## config.mk

```make
export PLATFORM = sky130hd
export DESIGN_NAME = gamepad_frame_receiver_top
export DESIGN_NICKNAME = d
export VERILOG_FILES = /design/src/hdl/gfr_pkg.sv /design/src/hdl/gfr_cfg.sv /design/src/hdl/gfr_parser.sv /design/src/hdl/gfr_outbuf.sv /design/src/hdl/gamepad_frame_receiver_top.sv
export SDC_FILE = /design/constraint.sdc
export NUM_CORES = 1
export LEC_CHECK = 0
export BUFFER_PORTS_ARGS = -buffer_cell sky130_fd_sc_hd__buf_2
export CORE_ASPECT_RATIO = 0.75
export CORE_MARGIN = 2
export CORE_UTILIZATION = 50
export CTS_CLUSTER_DIAMETER = 50
export DETAILED_ROUTE_END_ITERATION = 16
export PLACE_DENSITY = 0.7
export SKIP_CTS_REPAIR_TIMING = 1
export SKIP_LAST_GASP = 1
export SYNTH_ARGS = -nofsm -noshare
export SYNTH_HDL_FRONTEND = slang
export SYNTH_SLANG_ARGS = --single-unit
```

## constraint.sdc

```tcl
create_clock -name i_clk -period 7.9 [get_ports i_clk]
set_input_delay 0.395 -clock i_clk [delete_from_list [all_inputs] [get_ports i_clk]]
set_output_delay 0.395 -clock i_clk [all_outputs]
set_load 0.05 [all_outputs]
```

## src/hdl/gfr_pkg.sv

```systemverilog
// ----------------------------------------------------------------------------
// gfr_pkg
// Types and constants shared by the gamepad frame receiver modules.
// ----------------------------------------------------------------------------
package gfr_pkg;

    localparam int unsigned BYTE_W       = 8;
    localparam int unsigned HUNT_W       = 5;
    localparam int unsigned FAIL_W       = 3;
    localparam int unsigned CFG_ADDR_W   = 2;
    localparam int unsigned CFG_DATA_W   = 8;
    localparam int unsigned OUT_TDATA_W  = 56;

    localparam logic [CFG_ADDR_W-1:0] CFG_HEADER  = 2'd0;
    localparam logic [CFG_ADDR_W-1:0] CFG_TRAILER = 2'd1;
    localparam logic [CFG_ADDR_W-1:0] CFG_HUNT    = 2'd2;
    localparam logic [CFG_ADDR_W-1:0] CFG_FAIL    = 2'd3;

    localparam logic [BYTE_W-1:0] HEADER_RST  = 8'hEB;
    localparam logic [BYTE_W-1:0] TRAILER_RST = 8'hAF;
    localparam logic [HUNT_W-1:0] HUNT_RST    = 5'd15;
    localparam logic [FAIL_W-1:0] FAIL_RST    = 3'd2;
    localparam logic [FAIL_W-1:0] FAIL_SAT    = 3'd7;

    typedef struct packed {
        logic [BYTE_W-1:0] header_byte;
        logic [BYTE_W-1:0] trailer_byte;
        logic [HUNT_W-1:0] hunt_limit;
        logic [FAIL_W-1:0] fail_limit;
    } t_cfg;

    typedef struct packed {
        logic [BYTE_W-1:0] left_x;
        logic [BYTE_W-1:0] left_y;
        logic [BYTE_W-1:0] right_x;
        logic [BYTE_W-1:0] right_y;
        logic [15:0]       buttons;
        logic              checksum_ok;
        logic              trailer_ok;
        logic              hunt_timeout;
        logic              link_lost;
    } t_result;

endpackage

```

## src/hdl/gfr_cfg.sv

```systemverilog
// ----------------------------------------------------------------------------
// gfr_cfg
// Configuration register bank written through a plain write port.
// ----------------------------------------------------------------------------
module gfr_cfg (
    input  logic                           i_clk,
    input  logic                           i_rst_n,
    input  logic                           i_cfg_wr_en,
    input  logic [gfr_pkg::CFG_ADDR_W-1:0] i_cfg_addr,
    input  logic [gfr_pkg::CFG_DATA_W-1:0] i_cfg_data,
    output gfr_pkg::t_cfg                  o_cfg
);
    import gfr_pkg::*;

    t_cfg r_cfg;

    always_ff @(posedge i_clk) begin
        if (!i_rst_n) begin
            r_cfg.header_byte  <= HEADER_RST;
            r_cfg.trailer_byte <= TRAILER_RST;
            r_cfg.hunt_limit   <= HUNT_RST;
            r_cfg.fail_limit   <= FAIL_RST;
        end else if (i_cfg_wr_en) begin
            unique case (i_cfg_addr)
                CFG_HEADER:  r_cfg.header_byte  <= i_cfg_data[BYTE_W-1:0];
                CFG_TRAILER: r_cfg.trailer_byte <= i_cfg_data[BYTE_W-1:0];
                CFG_HUNT:    r_cfg.hunt_limit   <= i_cfg_data[HUNT_W-1:0];
                CFG_FAIL:    r_cfg.fail_limit   <= i_cfg_data[FAIL_W-1:0];
                default:     r_cfg              <= r_cfg;
            endcase
        end
    end

    assign o_cfg = r_cfg;

endmodule

```

## src/hdl/gfr_parser.sv

```systemverilog
// ----------------------------------------------------------------------------
// gfr_parser
// Per-byte frame parser: header hunt, field capture, checksum and failure
// tracking. Updates its state on each accepted byte and presents a result.
// ----------------------------------------------------------------------------
module gfr_parser (
    input  logic                       i_clk,
    input  logic                       i_rst_n,
    input  logic                       i_accept,
    input  logic [gfr_pkg::BYTE_W-1:0] i_rx_byte,
    input  gfr_pkg::t_cfg              i_cfg,
    output logic                       o_res_valid,
    output gfr_pkg::t_result           o_res
);
    import gfr_pkg::*;

    localparam logic [3:0] PH_HUNT  = 4'd0;
    localparam logic [3:0] PH_LX    = 4'd1;
    localparam logic [3:0] PH_LY    = 4'd2;
    localparam logic [3:0] PH_RX    = 4'd3;
    localparam logic [3:0] PH_RY    = 4'd4;
    localparam logic [3:0] PH_BTN1  = 4'd5;
    localparam logic [3:0] PH_BTN2  = 4'd6;
    localparam logic [3:0] PH_SUM   = 4'd7;
    localparam logic [3:0] PH_TRAIL = 4'd8;

    logic [3:0]        r_phase,    n_phase;
    logic [HUNT_W-1:0] r_hunt_cnt, n_hunt_cnt;
    logic [BYTE_W-1:0] r_sum,      n_sum;
    logic [FAIL_W-1:0] r_fail_cnt, n_fail_cnt;
    logic [BYTE_W-1:0] r_rx_sum;
    logic [BYTE_W-1:0] r_field [6];

    logic              store_en;
    logic [2:0]        store_idx;
    logic              sum_ok;
    logic              end_ok;
    logic              res_valid;
    logic              res_fail;
    logic              res_good;
    t_result           res;

    assign sum_ok    = (r_rx_sum == r_sum);
    assign end_ok    = (i_rx_byte == i_cfg.trailer_byte);
    assign store_idx = r_phase[2:0] - 3'd1;

    always_comb begin
        n_phase    = r_phase;
        n_hunt_cnt = r_hunt_cnt;
        n_sum      = r_sum;
        store_en   = 1'b0;
        res_valid  = 1'b0;
        res_fail   = 1'b0;
        res_good   = 1'b0;
        res        = '0;
        unique case (r_phase) inside
            PH_LX, PH_LY, PH_RX, PH_RY, PH_BTN1, PH_BTN2: begin
                store_en = 1'b1;
                n_sum    = r_sum + i_rx_byte;
                n_phase  = r_phase + 4'd1;
            end
            PH_SUM: begin
                n_phase = PH_TRAIL;
            end
            PH_TRAIL: begin
                res_valid       = 1'b1;
                res_good        = sum_ok && end_ok;
                res_fail        = !(sum_ok && end_ok);
                res.left_x      = r_field[0];
                res.left_y      = r_field[1];
                res.right_x     = r_field[2];
                res.right_y     = r_field[3];
                res.buttons     = {r_field[5], r_field[4]};
                res.checksum_ok = sum_ok;
                res.trailer_ok  = end_ok;
                n_phase         = PH_HUNT;
                n_hunt_cnt      = '0;
            end
            default: begin
                if (i_rx_byte == i_cfg.header_byte) begin
                    n_hunt_cnt = '0;
                    n_sum      = '0;
                    n_phase    = PH_LX;
                end else begin
                    n_phase = PH_HUNT;
                    if (r_hunt_cnt >= i_cfg.hunt_limit) begin
                        n_hunt_cnt       = '0;
                        res_valid        = 1'b1;
                        res_fail         = 1'b1;
                        res.hunt_timeout = 1'b1;
                    end else begin
                        n_hunt_cnt = r_hunt_cnt + 5'd1;
                    end
                end
            end
        endcase

        n_fail_cnt = r_fail_cnt;
        if (res_good) begin
            n_fail_cnt = '0;
        end else if (res_fail && (r_fail_cnt != FAIL_SAT)) begin
            n_fail_cnt = r_fail_cnt + 3'd1;
        end
        res.link_lost = (n_fail_cnt > i_cfg.fail_limit);
    end

    always_ff @(posedge i_clk) begin
        if (!i_rst_n) begin
            r_phase    <= PH_HUNT;
            r_hunt_cnt <= '0;
            r_sum      <= '0;
            r_fail_cnt <= '0;
        end else if (i_accept) begin
            r_phase    <= n_phase;
            r_hunt_cnt <= n_hunt_cnt;
            r_sum      <= n_sum;
            r_fail_cnt <= n_fail_cnt;
        end
    end

    always_ff @(posedge i_clk) begin
        if (i_accept && store_en) begin
            r_field[store_idx] <= i_rx_byte;
        end
        if (i_accept && (r_phase == PH_SUM)) begin
            r_rx_sum <= i_rx_byte;
        end
    end

    assign o_res_valid = i_accept && res_valid;
    assign o_res       = res;

    a_phase_range: assert property (@(posedge i_clk) disable iff (!i_rst_n)
        r_phase <= PH_TRAIL)
        else $error("frame phase out of range");

    a_timeout_clears_hunt: assert property (@(posedge i_clk) disable iff (!i_rst_n)
        (o_res_valid && o_res.hunt_timeout) |=> (r_hunt_cnt == '0))
        else $error("hunt count not cleared after timeout");

    a_good_clears_fail: assert property (@(posedge i_clk) disable iff (!i_rst_n)
        (o_res_valid && !o_res.hunt_timeout && o_res.checksum_ok && o_res.trailer_ok)
        |=> (r_fail_cnt == '0))
        else $error("failure count not cleared by a good frame");

    a_timeout_no_flags: assert property (@(posedge i_clk) disable iff (!i_rst_n)
        (o_res_valid && o_res.hunt_timeout) |-> (!o_res.checksum_ok && !o_res.trailer_ok))
        else $error("timeout result carries frame flags");

    a_frame_ends_hunt: assert property (@(posedge i_clk) disable iff (!i_rst_n)
        (o_res_valid && !o_res.hunt_timeout) |=> (r_phase == PH_HUNT))
        else $error("parser not hunting after a frame result");

endmodule

```

## src/hdl/gfr_outbuf.sv

```systemverilog
// ----------------------------------------------------------------------------
// gfr_outbuf
// Output register with a skid stage, so that a new byte can be taken while
// a finished result waits for the downstream side.
// ----------------------------------------------------------------------------
module gfr_outbuf (
    input  logic             i_clk,
    input  logic             i_rst_n,
    input  logic             i_res_valid,
    input  gfr_pkg::t_result i_res,
    output logic             o_in_ready,
    output logic             o_res_valid,
    input  logic             i_res_ready,
    output gfr_pkg::t_result o_res
);
    import gfr_pkg::*;

    logic    r_out_valid;
    logic    r_skid_valid;
    t_result r_out;
    t_result r_skid;

    always_ff @(posedge i_clk) begin
        if (!i_rst_n) begin
            r_out_valid  <= 1'b0;
            r_skid_valid <= 1'b0;
        end else if (!r_out_valid || i_res_ready) begin
            if (r_skid_valid) begin
                r_out_valid  <= 1'b1;
                r_skid_valid <= 1'b0;
            end else begin
                r_out_valid <= i_res_valid;
            end
        end else if (i_res_valid) begin
            r_skid_valid <= 1'b1;
        end
    end

    always_ff @(posedge i_clk) begin
        if (!r_out_valid || i_res_ready) begin
            r_out <= r_skid_valid ? r_skid : i_res;
        end else if (i_res_valid) begin
            r_skid <= i_res;
        end
    end

    assign o_in_ready  = !r_skid_valid;
    assign o_res_valid = r_out_valid;
    assign o_res       = r_out;

    a_skid_needs_out: assert property (@(posedge i_clk) disable iff (!i_rst_n)
        r_skid_valid |-> r_out_valid)
        else $error("skid stage holds a word while the output is empty");

    a_no_overrun: assert property (@(posedge i_clk) disable iff (!i_rst_n)
        r_skid_valid |-> !i_res_valid)
        else $error("result arrived while the skid stage was full");

    a_skid_drains: assert property (@(posedge i_clk) disable iff (!i_rst_n)
        (r_skid_valid && i_res_ready) |=> (r_out_valid && !r_skid_valid))
        else $error("skid stage did not drain into the output register");

endmodule

```

## src/hdl/gamepad_frame_receiver_top.sv

```systemverilog
// ----------------------------------------------------------------------------
// gamepad_frame_receiver_top
// Byte-stream parser for gamepad frames: header hunt with timeout, stick and
// button capture, checksum and trailer check, and a link-lost indication.
//
// Channel   Dir  Word                         Meaning
// s_axis    in   tdata[7:0] rx_byte           one received serial byte
// m_axis    out  tdata[55:0], tuser[0]        one frame or timeout result
// cfg       in   i_cfg_wr_en/addr/data        register write, no read-back
//
// One byte is accepted per cycle while s_axis_tready is high; its result, if
// any, is registered in the single output register stage or the skid stage.
// Reset is synchronous and active low; the cfg registers return to defaults.
// A stalled m_axis is absorbed by a one-word skid stage; s_axis_tready drops
// only while both the output register and the skid stage are full.
// ----------------------------------------------------------------------------
module gamepad_frame_receiver_top (
    input  logic                                i_clk,
    input  logic                                i_rst_n,
    input  logic                                s_axis_tvalid,
    output logic                                s_axis_tready,
    input  logic [7:0]                          s_axis_tdata,  // [7:0] rx_byte
    output logic                                m_axis_tvalid,
    input  logic                                m_axis_tready,
    // [7:0] left_x, [15:8] left_y, [23:16] right_x, [31:24] right_y,
    // [47:32] buttons, [48] checksum_ok, [49] trailer_ok, [50] link_lost
    output logic [gfr_pkg::OUT_TDATA_W-1:0]     m_axis_tdata,
    output logic                                m_axis_tuser,  // [0] hunt_timeout
    input  logic                                i_cfg_wr_en,
    input  logic [gfr_pkg::CFG_ADDR_W-1:0]      i_cfg_addr,
    input  logic [gfr_pkg::CFG_DATA_W-1:0]      i_cfg_data
);
    import gfr_pkg::*;

    t_cfg    cfg;
    t_result parse_res;
    t_result out_res;
    logic    parse_valid;
    logic    in_ready;
    logic    accept;

    assign accept = s_axis_tvalid && in_ready;

    gfr_cfg u_cfg (
        .i_clk       (i_clk),
        .i_rst_n     (i_rst_n),
        .i_cfg_wr_en (i_cfg_wr_en),
        .i_cfg_addr  (i_cfg_addr),
        .i_cfg_data  (i_cfg_data),
        .o_cfg       (cfg)
    );

    gfr_parser u_parser (
        .i_clk       (i_clk),
        .i_rst_n     (i_rst_n),
        .i_accept    (accept),
        .i_rx_byte   (s_axis_tdata),
        .i_cfg       (cfg),
        .o_res_valid (parse_valid),
        .o_res       (parse_res)
    );

    gfr_outbuf u_outbuf (
        .i_clk       (i_clk),
        .i_rst_n     (i_rst_n),
        .i_res_valid (parse_valid),
        .i_res       (parse_res),
        .o_in_ready  (in_ready),
        .o_res_valid (m_axis_tvalid),
        .i_res_ready (m_axis_tready),
        .o_res       (out_res)
    );

    assign s_axis_tready = in_ready;
    assign m_axis_tuser  = out_res.hunt_timeout;
    assign m_axis_tdata  = {5'd0,
                            out_res.link_lost,
                            out_res.trailer_ok,
                            out_res.checksum_ok,
                            out_res.buttons,
                            out_res.right_y,
                            out_res.right_x,
                            out_res.left_y,
                            out_res.left_x};

endmodule

```

Word level (Yosys, flattened, before mapping)
Memories as Yosys holds them, arrays and structs flattened.
Cells that the tools add are included.
{ "totals": {"regBits": 158, "ram_bits": 48, "input_bits": 23, "output_inout_bits": 59, "n_memories": 1} }
{ "op_classes": {"n_addsub": 5, "n_lt_le_gt_ge": 2, "eq_ne": 15, "n_mux": 21, "n_bitwise": 4, "reduce_logical": 24} }
{ "memory_table": {"columns": ["memory", "words", "word_bits", "rd", "rd_clocked_by_memory_dff", "wr", "line_no", "rtl"], "rows": [
  ["u_parser.r_field", 6, 8, 6, 0, 1, "gfr_parser.sv:32", "logic [BYTE_W-1:0] r_field [6];"]
]} }
{ "ops": {"columns": ["op", "n"], "rows": [
  ["two-way mux 52 bit", 1],
  ["two-way mux 50 bit", 1],
  ["equality test 8 bit", 3],
  ["equality test 4 x 3 -> 1 bit, second input constant", 4],
  ["one-hot mux 8 bit (2 select lines)", 1],
  ["one-hot mux 4 bit (3 select lines)", 1],
  ["AND reduction 2 bit", 6],
  ["two-way mux 5 bit", 2],
  ["one-hot mux 5 bit (2 select lines)", 1],
  ["two-way mux 1 bit", 9],
  ["adder 8 bit", 1],
  ["equality test 4 x 2 -> 1 bit, second input constant", 2],
  ["two-way mux 8 bit", 1],
  ["OR reduction 8 bit", 1],
  ["OR reduction 7 bit", 1],
  ["logical AND 1 bit", 6],
  ["two-way mux 3 bit", 2],
  ["OR reduction 6 bit", 1],
  ["adder 5 x 1 -> 5 bit, second input constant", 1],
  [">= comparator 5 bit", 1],
  ["adder 4 x 1 -> 4 bit, second input constant", 1],
  ["equality test 2 bit, second input constant", 2],
  ["equality test 4 x 1 -> 1 bit, second input constant", 1],
  ["equality test 4 bit, second input constant", 1],
  ["other kinds (13)", 20]
]} }

Longest topological paths before layout
Gate-level depths: netlist (run 1).
{ "logic_depth": {"ltp_word": 9, "ltp_mapped": 13, "depth_no_buf": 13} }

By module
A second synthesis (run 1) with hierarchy kept.
{ "unflattened": {"cells_unflattened": 626, "hier_area_um2": 9086.2} }
{ "by_module_without_submodules": {"columns": ["mod", "instances", "cells_per_inst", "area_each_um2"], "rows": [
  ["gfr_outbuf", 1, 171, 4083.9],
  ["gfr_parser", 1, 354, 3978.8],
  ["gfr_cfg", 1, 94, 975.9],
  ["gamepad_frame_receiver_top", 1, 7, 47.5]
]} }

Worst setup path after synthesis (run 1)
Ideal clock, no wire load.
{ "synth_timing": {"kind": "flip-flop to flip-flop", "start": "register u_outbuf.r_out_valid, in the netlist u_outbuf.o_res_valid", "end": "register u_outbuf.r_skid[0] in the netlist's numbering, enable pin", "setup_ns": 0.537, "t_arrival_ns": 5.902, "path_slack_ns": 1.461, "path_stages_with_launch": 3, "synth_period_minus_slack_ns": 6.439, "path_cell_list": "dfxtp_1 nand2b_1 nor3b_1"} }
{ "synth_via": {"elab_chain_cells": 4} }
{ "synth_lines": {"columns": ["element", "line_no", "rtl"], "rows": [
  ["start: declaration", "gfr_outbuf.sv:18", "logic r_out_valid;"],
  ["start signal: assignment", "gfr_outbuf.sv:32", "r_out_valid <= i_res_valid;"],
  ["zero test 1 bit", "gfr_outbuf.sv:40", "if (!r_out_valid || i_res_ready) begin"],
  ["logical OR 1 bit", "gfr_outbuf.sv:40", null],
  ["inverter 1 bit (no source line)", null, null],
  ["AND reduction 2 bit (no source line)", null, null],
  ["end signal: assignment", "gfr_outbuf.sv:43", "r_skid <= i_res;"],
  ["end: declaration", "gfr_outbuf.sv:21", "t_result r_skid;"]
]} }
Every way passes these cells.
A chain may end at the register's enable or synchronous reset.

==> results.json, run 1 <==
{
  "yosysWarnings": 0,
  "grt_pass1_wl_um": 26200,
  "syn_area_per_cell_um2": 13.9,
  "synth_compound_area_share_pct": 5.11,
  "finalCritPeriodShare_pct": 44.4,
  "final_common_cell": "edfxtp_1",
  "cts_buffer_depth": 3,
  "ys.flop_type": "edfxtp_1",
  "core_area_mm2": 0.0168,
  "insertion_delay_ns": 0.49,
  "cap_violations": 0,
  "drc": 0,
  "internal_power_mw": 1.77,
  "cp-end-kind": "register",
  "clockRootBuffer": "clkbuf_16",
  "p_total_mw": 2.23,
  "synth.distinct_cells": 59,
  "swShare_pct": 20.5,
  "cp_max_fo": 7,
  "synth-seq-area-share_pct": 66.6,
  "tritoncts": "done",
  "start_util_pct": 51.1,
  "setup_violations": 0,
  "grtUsageTotal_pct": 18.0,
  "muxShareOfSynthArea_pct": 7.48,
  "slew_viol_final": 0,
  "antennaDiodeCount": 0,
  "gr-total-overflow": 0,
  "die_w_um": 155,
  "seqPwrFrac_pct": 52.6,
  "dieArea_mm2": 0.0183,
  "final_cell_mix": "edfxtp_1 (160), buf_2 (76), nand2_1 (58)",
  "finalCriticalPeriod_ns": 3.51,
  "dp_hpwl_um": 10500,
  "synth_edf_count": 160,
  "cp.required_ns": 8.14,
  "tightest_slew_ns": 1.11,
  "p_switching_mw": 0.457,
  "ys_seq_elements": 206,
  "pwr-share-clk_pct": 43.6,
  "rows": 41,
  "io_buffers": 76,
  "synthAdderAreaFrac_pct": 3.43,
  "outcome": "complete, no violations",
  "syn-cell-area_mm2": 0.00860,
  "fin_skew_ns": 0.0143,
  "place_ws_ns": 4.49,
  "vdd_drop_max_v": 0.000119,
  "power_leakage_nw": 4.17,
  "antenna_found_initial": 0,
  "start_kind": "register",
  "synth_top_family_by_area": "simple AND/OR/NAND/NOR gates",
  "first_iter_violations": 344,
  "wl_per_cell_um": 17.4,
  "syn_to_final_growth_pct": 15.1,
  "pin_count": 82,
  "powerDensity_mw_per_mm2": 225,
  "rsz0062_at_grt": "false",
  "drive_above_1_share_pct": 24.8,
  "synth_xor_xnor_area_share_pct": 3.16,
  "fmax_ghz": 0.285,
  "die-height_um": 118,
  "nNetsFinal": 749,
  "grt_max_degree": 56,
  "cts_max_level": 1,
  "cts_num_sinks": 206,
  "syn_inst": 619,
  "power_frac_comb_pct": 3.8,
  "critPathKind": "register to register",
  "async_flop_share_pct": 0,
  "hp-class": "input pin to register",
  "critical_path_arrival_ns": 3.74,
  "fin_ws_ns": 4.39,
  "clk_pin_slew_ns": 0.06,
  "via_count": 4942,
  "place_congestion": 0.834,
  "grt_pass1_vias": 5059,
  "vias_per_cell": 5.30,
  "ant_nets": 0,
  "yosys.area_share.simple_pct": 12.0,
  "numCtsBuffers": 21,
  "hold_viol": 0,
  "tns_ns": 0,
  "slew_headroom_pct": 25.4,
  "first_pass_iters": 5,
  "wirelength_um": 16200
}
-- metrics by stage --
step / area [µm²] / hold slack, ns / util [%] / std cells
4_1_cts: 9900 / 0.121 / 58.8 / 933
5_1_grt: 9900 / 0.155 / 58.8 / 933
2_1_floorplan: 8610 / 0.445 / - / 623
3_5_place_dp: 9200 / 0.481 / 54.7 / 895
3_3_place_gp: 9200 / 0.455 / 54.7 / 895
6_report: 9900 / 0.139 / 58.8 / 933
-- power groups by stage --
stage | combinational [mW] | sequential [mW] | clock, mW
after detailed placement | 0.0848 | 1.20 | 0
after floorplan | 0.0567 | 1.20 | 0
after global placement | 0.0811 | 1.20 | 0
final | 0.0851 | 1.17 | 0.972
after global routing | 0.0940 | 1.17 | 1.04
after CTS | 0.0851 | 1.17 | 0.995
-- area by class of cell --
cell class / count / area [µm²]
clock buffer: 32 / 659
clock inverter: 6 / 36.3
fill: 1311 / 6930
inverter: 16 / 60.1
multi-input combinational: 375 / 2710
sequential: 206 / 5730
tap: 215 / 269
timing repair buffer: 83 / 433
-- critical path, stage by stage, from the launching register on --
cell and delay, ns:
dfxtp_1 0.45, inv_1 0.17, ha_1 0.32, a211oi_4 0.33
a21oi_2 0.15, o41ai_4 0.51, mux2i_1 0.24, nor2_1 0.09
ha_1 0.31, nor2b_1 0.14, o21ai_0 0.15, a32oi_1 0.10
mux2_2 0.28
-- layer usage --
| metal | GRT usage, % | vias to the layer above | wire [µm] |
|---|---|---|---|
| li1 | - | 2407 | - |
| met1 | 25.3 | 2360 | 7620 |
| met2 | 28.8 | 148 | 7310 |
| met3 | 3.68 | 27 | 939 |
| met4 | 4.87 | 0 | 346 |
| met5 | 0 | - | 0 |
-- cells by family (layout without fill, tap and decap cells) --
family / Yosys count / count (layout)
flops: 206 / 206
simple gates: 198 / 198
compound gates: 60 / 60
mux: 58 / 58
buf+inv: 42 / 137
xor+xnor: 31 / 31
fa+ha+maj: 23 / 23
other cells: 1 / 5
-- final timing paths --
kind,startpoint,endpoint,slack [ns],cells past startpoint
worst max-delay path,u_parser.r_phase[0],u_outbuf.o_res[0],4.39,12
worst max register to register,u_parser.r_phase[0],u_outbuf.o_res[0],4.39,12
worst min-delay path,i_cfg_data[7],u_cfg.o_cfg[23],0.14,3
worst min register to register,u_cfg.o_cfg[20],u_cfg.o_cfg[20],0.49,2
-- sequential cells by signal, summed over array words and instances, names as in the netlist --
name                   cells
u_parser.r_sum             8
u_outbuf.r_skid           52
u_parser.r_field          48
u_parser.r_rx_sum          8
u_outbuf.r_skid_valid      1
u_outbuf.o_res            52
u_outbuf.o_res_valid       1
u_parser.r_fail_cnt        3
u_parser.r_phase           4
u_parser.r_hunt_cnt        5
u_cfg.o_cfg               24
-- cell usage after synthesis (2+ instances only) --
cell | n | area, µm²
ha_1 | 22 | 275
a21o_1 | 3 | 22.5
nor3_1 | 8 | 40.0
clkbuf_1 | 18 | 67.6
inv_1 | 14 | 52.6
mux2i_1 | 8 | 80.1
nor3b_1 | 2 | 15.0
buf_4 | 5 | 37.5
o21ai_0 | 10 | 50.1
mux2_2 | 50 | 563
and2_1 | 50 | 313
nand4b_1 | 3 | 26.3
o31ai_1 | 2 | 15.0
nand2_1 | 58 | 218
edfxtp_1 | 160 | 4800
o21a_1 | 2 | 15.0
a21oi_1 | 13 | 65.1
a22oi_1 | 6 | 45.0
a21boi_0 | 4 | 30.0
nor2_1 | 26 | 97.6
xnor2_1 | 15 | 131
a32o_1 | 2 | 20.0
nand3b_1 | 4 | 30.0
nor4_1 | 6 | 37.5
nand3_1 | 22 | 110
nand4_1 | 3 | 18.8
dfxtp_1 | 46 | 921
o21bai_1 | 2 | 15.0
nor2b_1 | 4 | 25.0
nand2b_1 | 5 | 31.3
xor2_1 | 16 | 140
a31oi_1 | 3 | 18.8
Note: power is estimated with default switching activity, not from simulation.
==> run 2, diff against run 1 <==
clock period = 3.4 ns   (was 7.9 ns; I/O delays follow)
==> results.json, run 2 (synthesis gave the netlist of run 1 again) <==
{
  "syn_to_final_growth_pct": 16.4,
  "vias_per_cell": 5.32,
  "critical_path_arrival_ns": 3.44,
  "dieArea_mm2": 0.0183,
  "internal_power_mw": 4.07,
  "io_buffers": 76,
  "core_area_mm2": 0.0168,
  "hold_viol": 0,
  "tritoncts": "done",
  "slew_viol_final": 0,
  "final_cell_mix": "edfxtp_1 (160), buf_2 (76), nand2_1 (58)",
  "setup_violations": 0,
  "fin_skew_ns": 0.0217,
  "fillers": 1296,
  "cts_buffer_depth": 3,
  "cap_violations": 0,
  "cp_max_fo": 7,
  "crit_family": "compound AO/OA/AOI/OAI gates",
  "pin_count": 82,
  "pwr-share-clk_pct": 43.4,
  "cts_num_sinks": 206,
  "crit_buf_inv": 1,
  "ant_nets": 0,
  "wirelength_um": 16700,
  "antenna_found_initial": 0,
  "dp_hpwl_um": 10700,
  "cp_cell_sequence": "inv_1 > ha_1 > a211oi_4 > a21oi_2 > o41ai_4 > mux2i_1 > nor2_1 > ha_1 > nor2b_1 > o21ai_0 > a32oi_1 > mux2_2",
  "tightest_slew_ns": 0.967,
  "powerDensity_mw_per_mm2": 518,
  "antennaDiodeCount": 0,
  "p_total_mw": 5.19,
  "cp-end-kind": "register",
  "grtUsageTotal_pct": 18.1,
  "finalCritPeriodShare_pct": 93.5,
  "die_w_um": 155,
  "power_frac_comb_pct": 4.0,
  "drc": 0,
  "tns_ns": 0,
  "hp-class": "input pin to register",
  "slowest_delay_ns": 0.39,
  "outcome": "complete, no violations",
  "rsz0062_at_grt": "false",
  "seqCellArea_mm2": 0.00573,
  "rows": 41,
  "first_pass_iters": 5,
  "gr-total-overflow": 0,
  "insertion_delay_ns": 0.51,
  "p_switching_mw": 1.12,
  "place_congestion": 0.788,
  "grt_pass1_vias": 4964,
  "seqPwrFrac_pct": 52.5,
  "drive_above_1_share_pct": 24.8,
  "clk_pin_slew_ns": 0.06,
  "final_common_cell": "edfxtp_1",
  "start_util_pct": 51.1,
  "clockRootBuffer": "clkbuf_16",
  "crit_top_cell": "ha_1",
  "vdd_drop_max_v": 0.000353,
  "via_count": 5047,
  "cp_slowest_cell": "dfxtp_2",
  "wl_per_cell_um": 17.6,
  "finalCriticalPeriod_ns": 3.18,
  "first_iter_violations": 323,
  "critPathKind": "register to register",
  "cp.required_ns": 3.66,
  "fmax_ghz": 0.314,
  "power_leakage_nw": 4.23,
  "grt_max_degree": 55,
  "slew_headroom_pct": 35.4,
  "cts_max_level": 1,
  "grt_pass1_wl_um": 26100,
  "die-height_um": 118,
  "nNetsFinal": 763,
  "numCtsBuffers": 22,
  "multiInputGateArea_mm2": 0.00272,
  "start_kind": "register",
  "swShare_pct": 21.6
}
==> run 2: metal layers <==
metal	routed length, µm	GRT usage, %	up-vias
li1	-	-	2434
met1	7780	25.5	2417
met2	7520	28.4	162
met3	922	3.39	34
met4	476	6.42	0
met5	0	0	-
==> run 2: layout make-up <==
class / count / share of cell area, %
clock buffers: 27 / 5.69
clock inverters: 13 / 1.16
inverters: 16 / 0.600
multi-input cells: 375 / 27.2
flip-flops and latches: 206 / 57.2
well taps: 215 / 2.69
repair buffers: 96 / 5.50
==> run 2: tightest hold or removal path, delay by kind of cell <==
kind / cells / cell delay (ns)
buf+inv: 1 / 0.11
simple gates: 1 / 0.14
compound gates: 1 / 0.08
==> run 2: power groups by stage <==
stage	sequential, mW	combinational (mW)	clock [mW]
detailed placement	2.78	0.198	0
global route	2.73	0.227	2.40
global placement	2.78	0.190	0
finish	2.73	0.208	2.25
floorplan	2.78	0.132	0
CTS	2.73	0.199	2.30
==> run 2: stage by stage <==
stage	setup WS, ns	hold WS (ns)	instances	util [%]	instance area [µm²]
finish	0.219	0.0488	948	59.5	10000
global route	0.0925	0.0338	948	59.5	10000
CTS	0.124	-0.113	940	59.0	9930
detailed placement	0.164	0.405	900	54.9	9240
global placement	0.314	0.397	900	54.9	9240
floorplan	0.0375	0.269	623	-	8630
==> run 2: final timing paths <==
check                                    startpoint               endpoint  slack, ns  depth (start not counted)
worst max-delay path            u_parser.r_phase[0]      u_outbuf.o_res[0]       0.22                         12
worst min-delay path                  s_axis_tvalid  u_outbuf.r_skid_valid       0.05                          3
worst max register to register  u_parser.r_phase[0]      u_outbuf.o_res[0]       0.22                         12
worst min register to register      u_cfg.o_cfg[18]        u_cfg.o_cfg[18]       0.47                          2
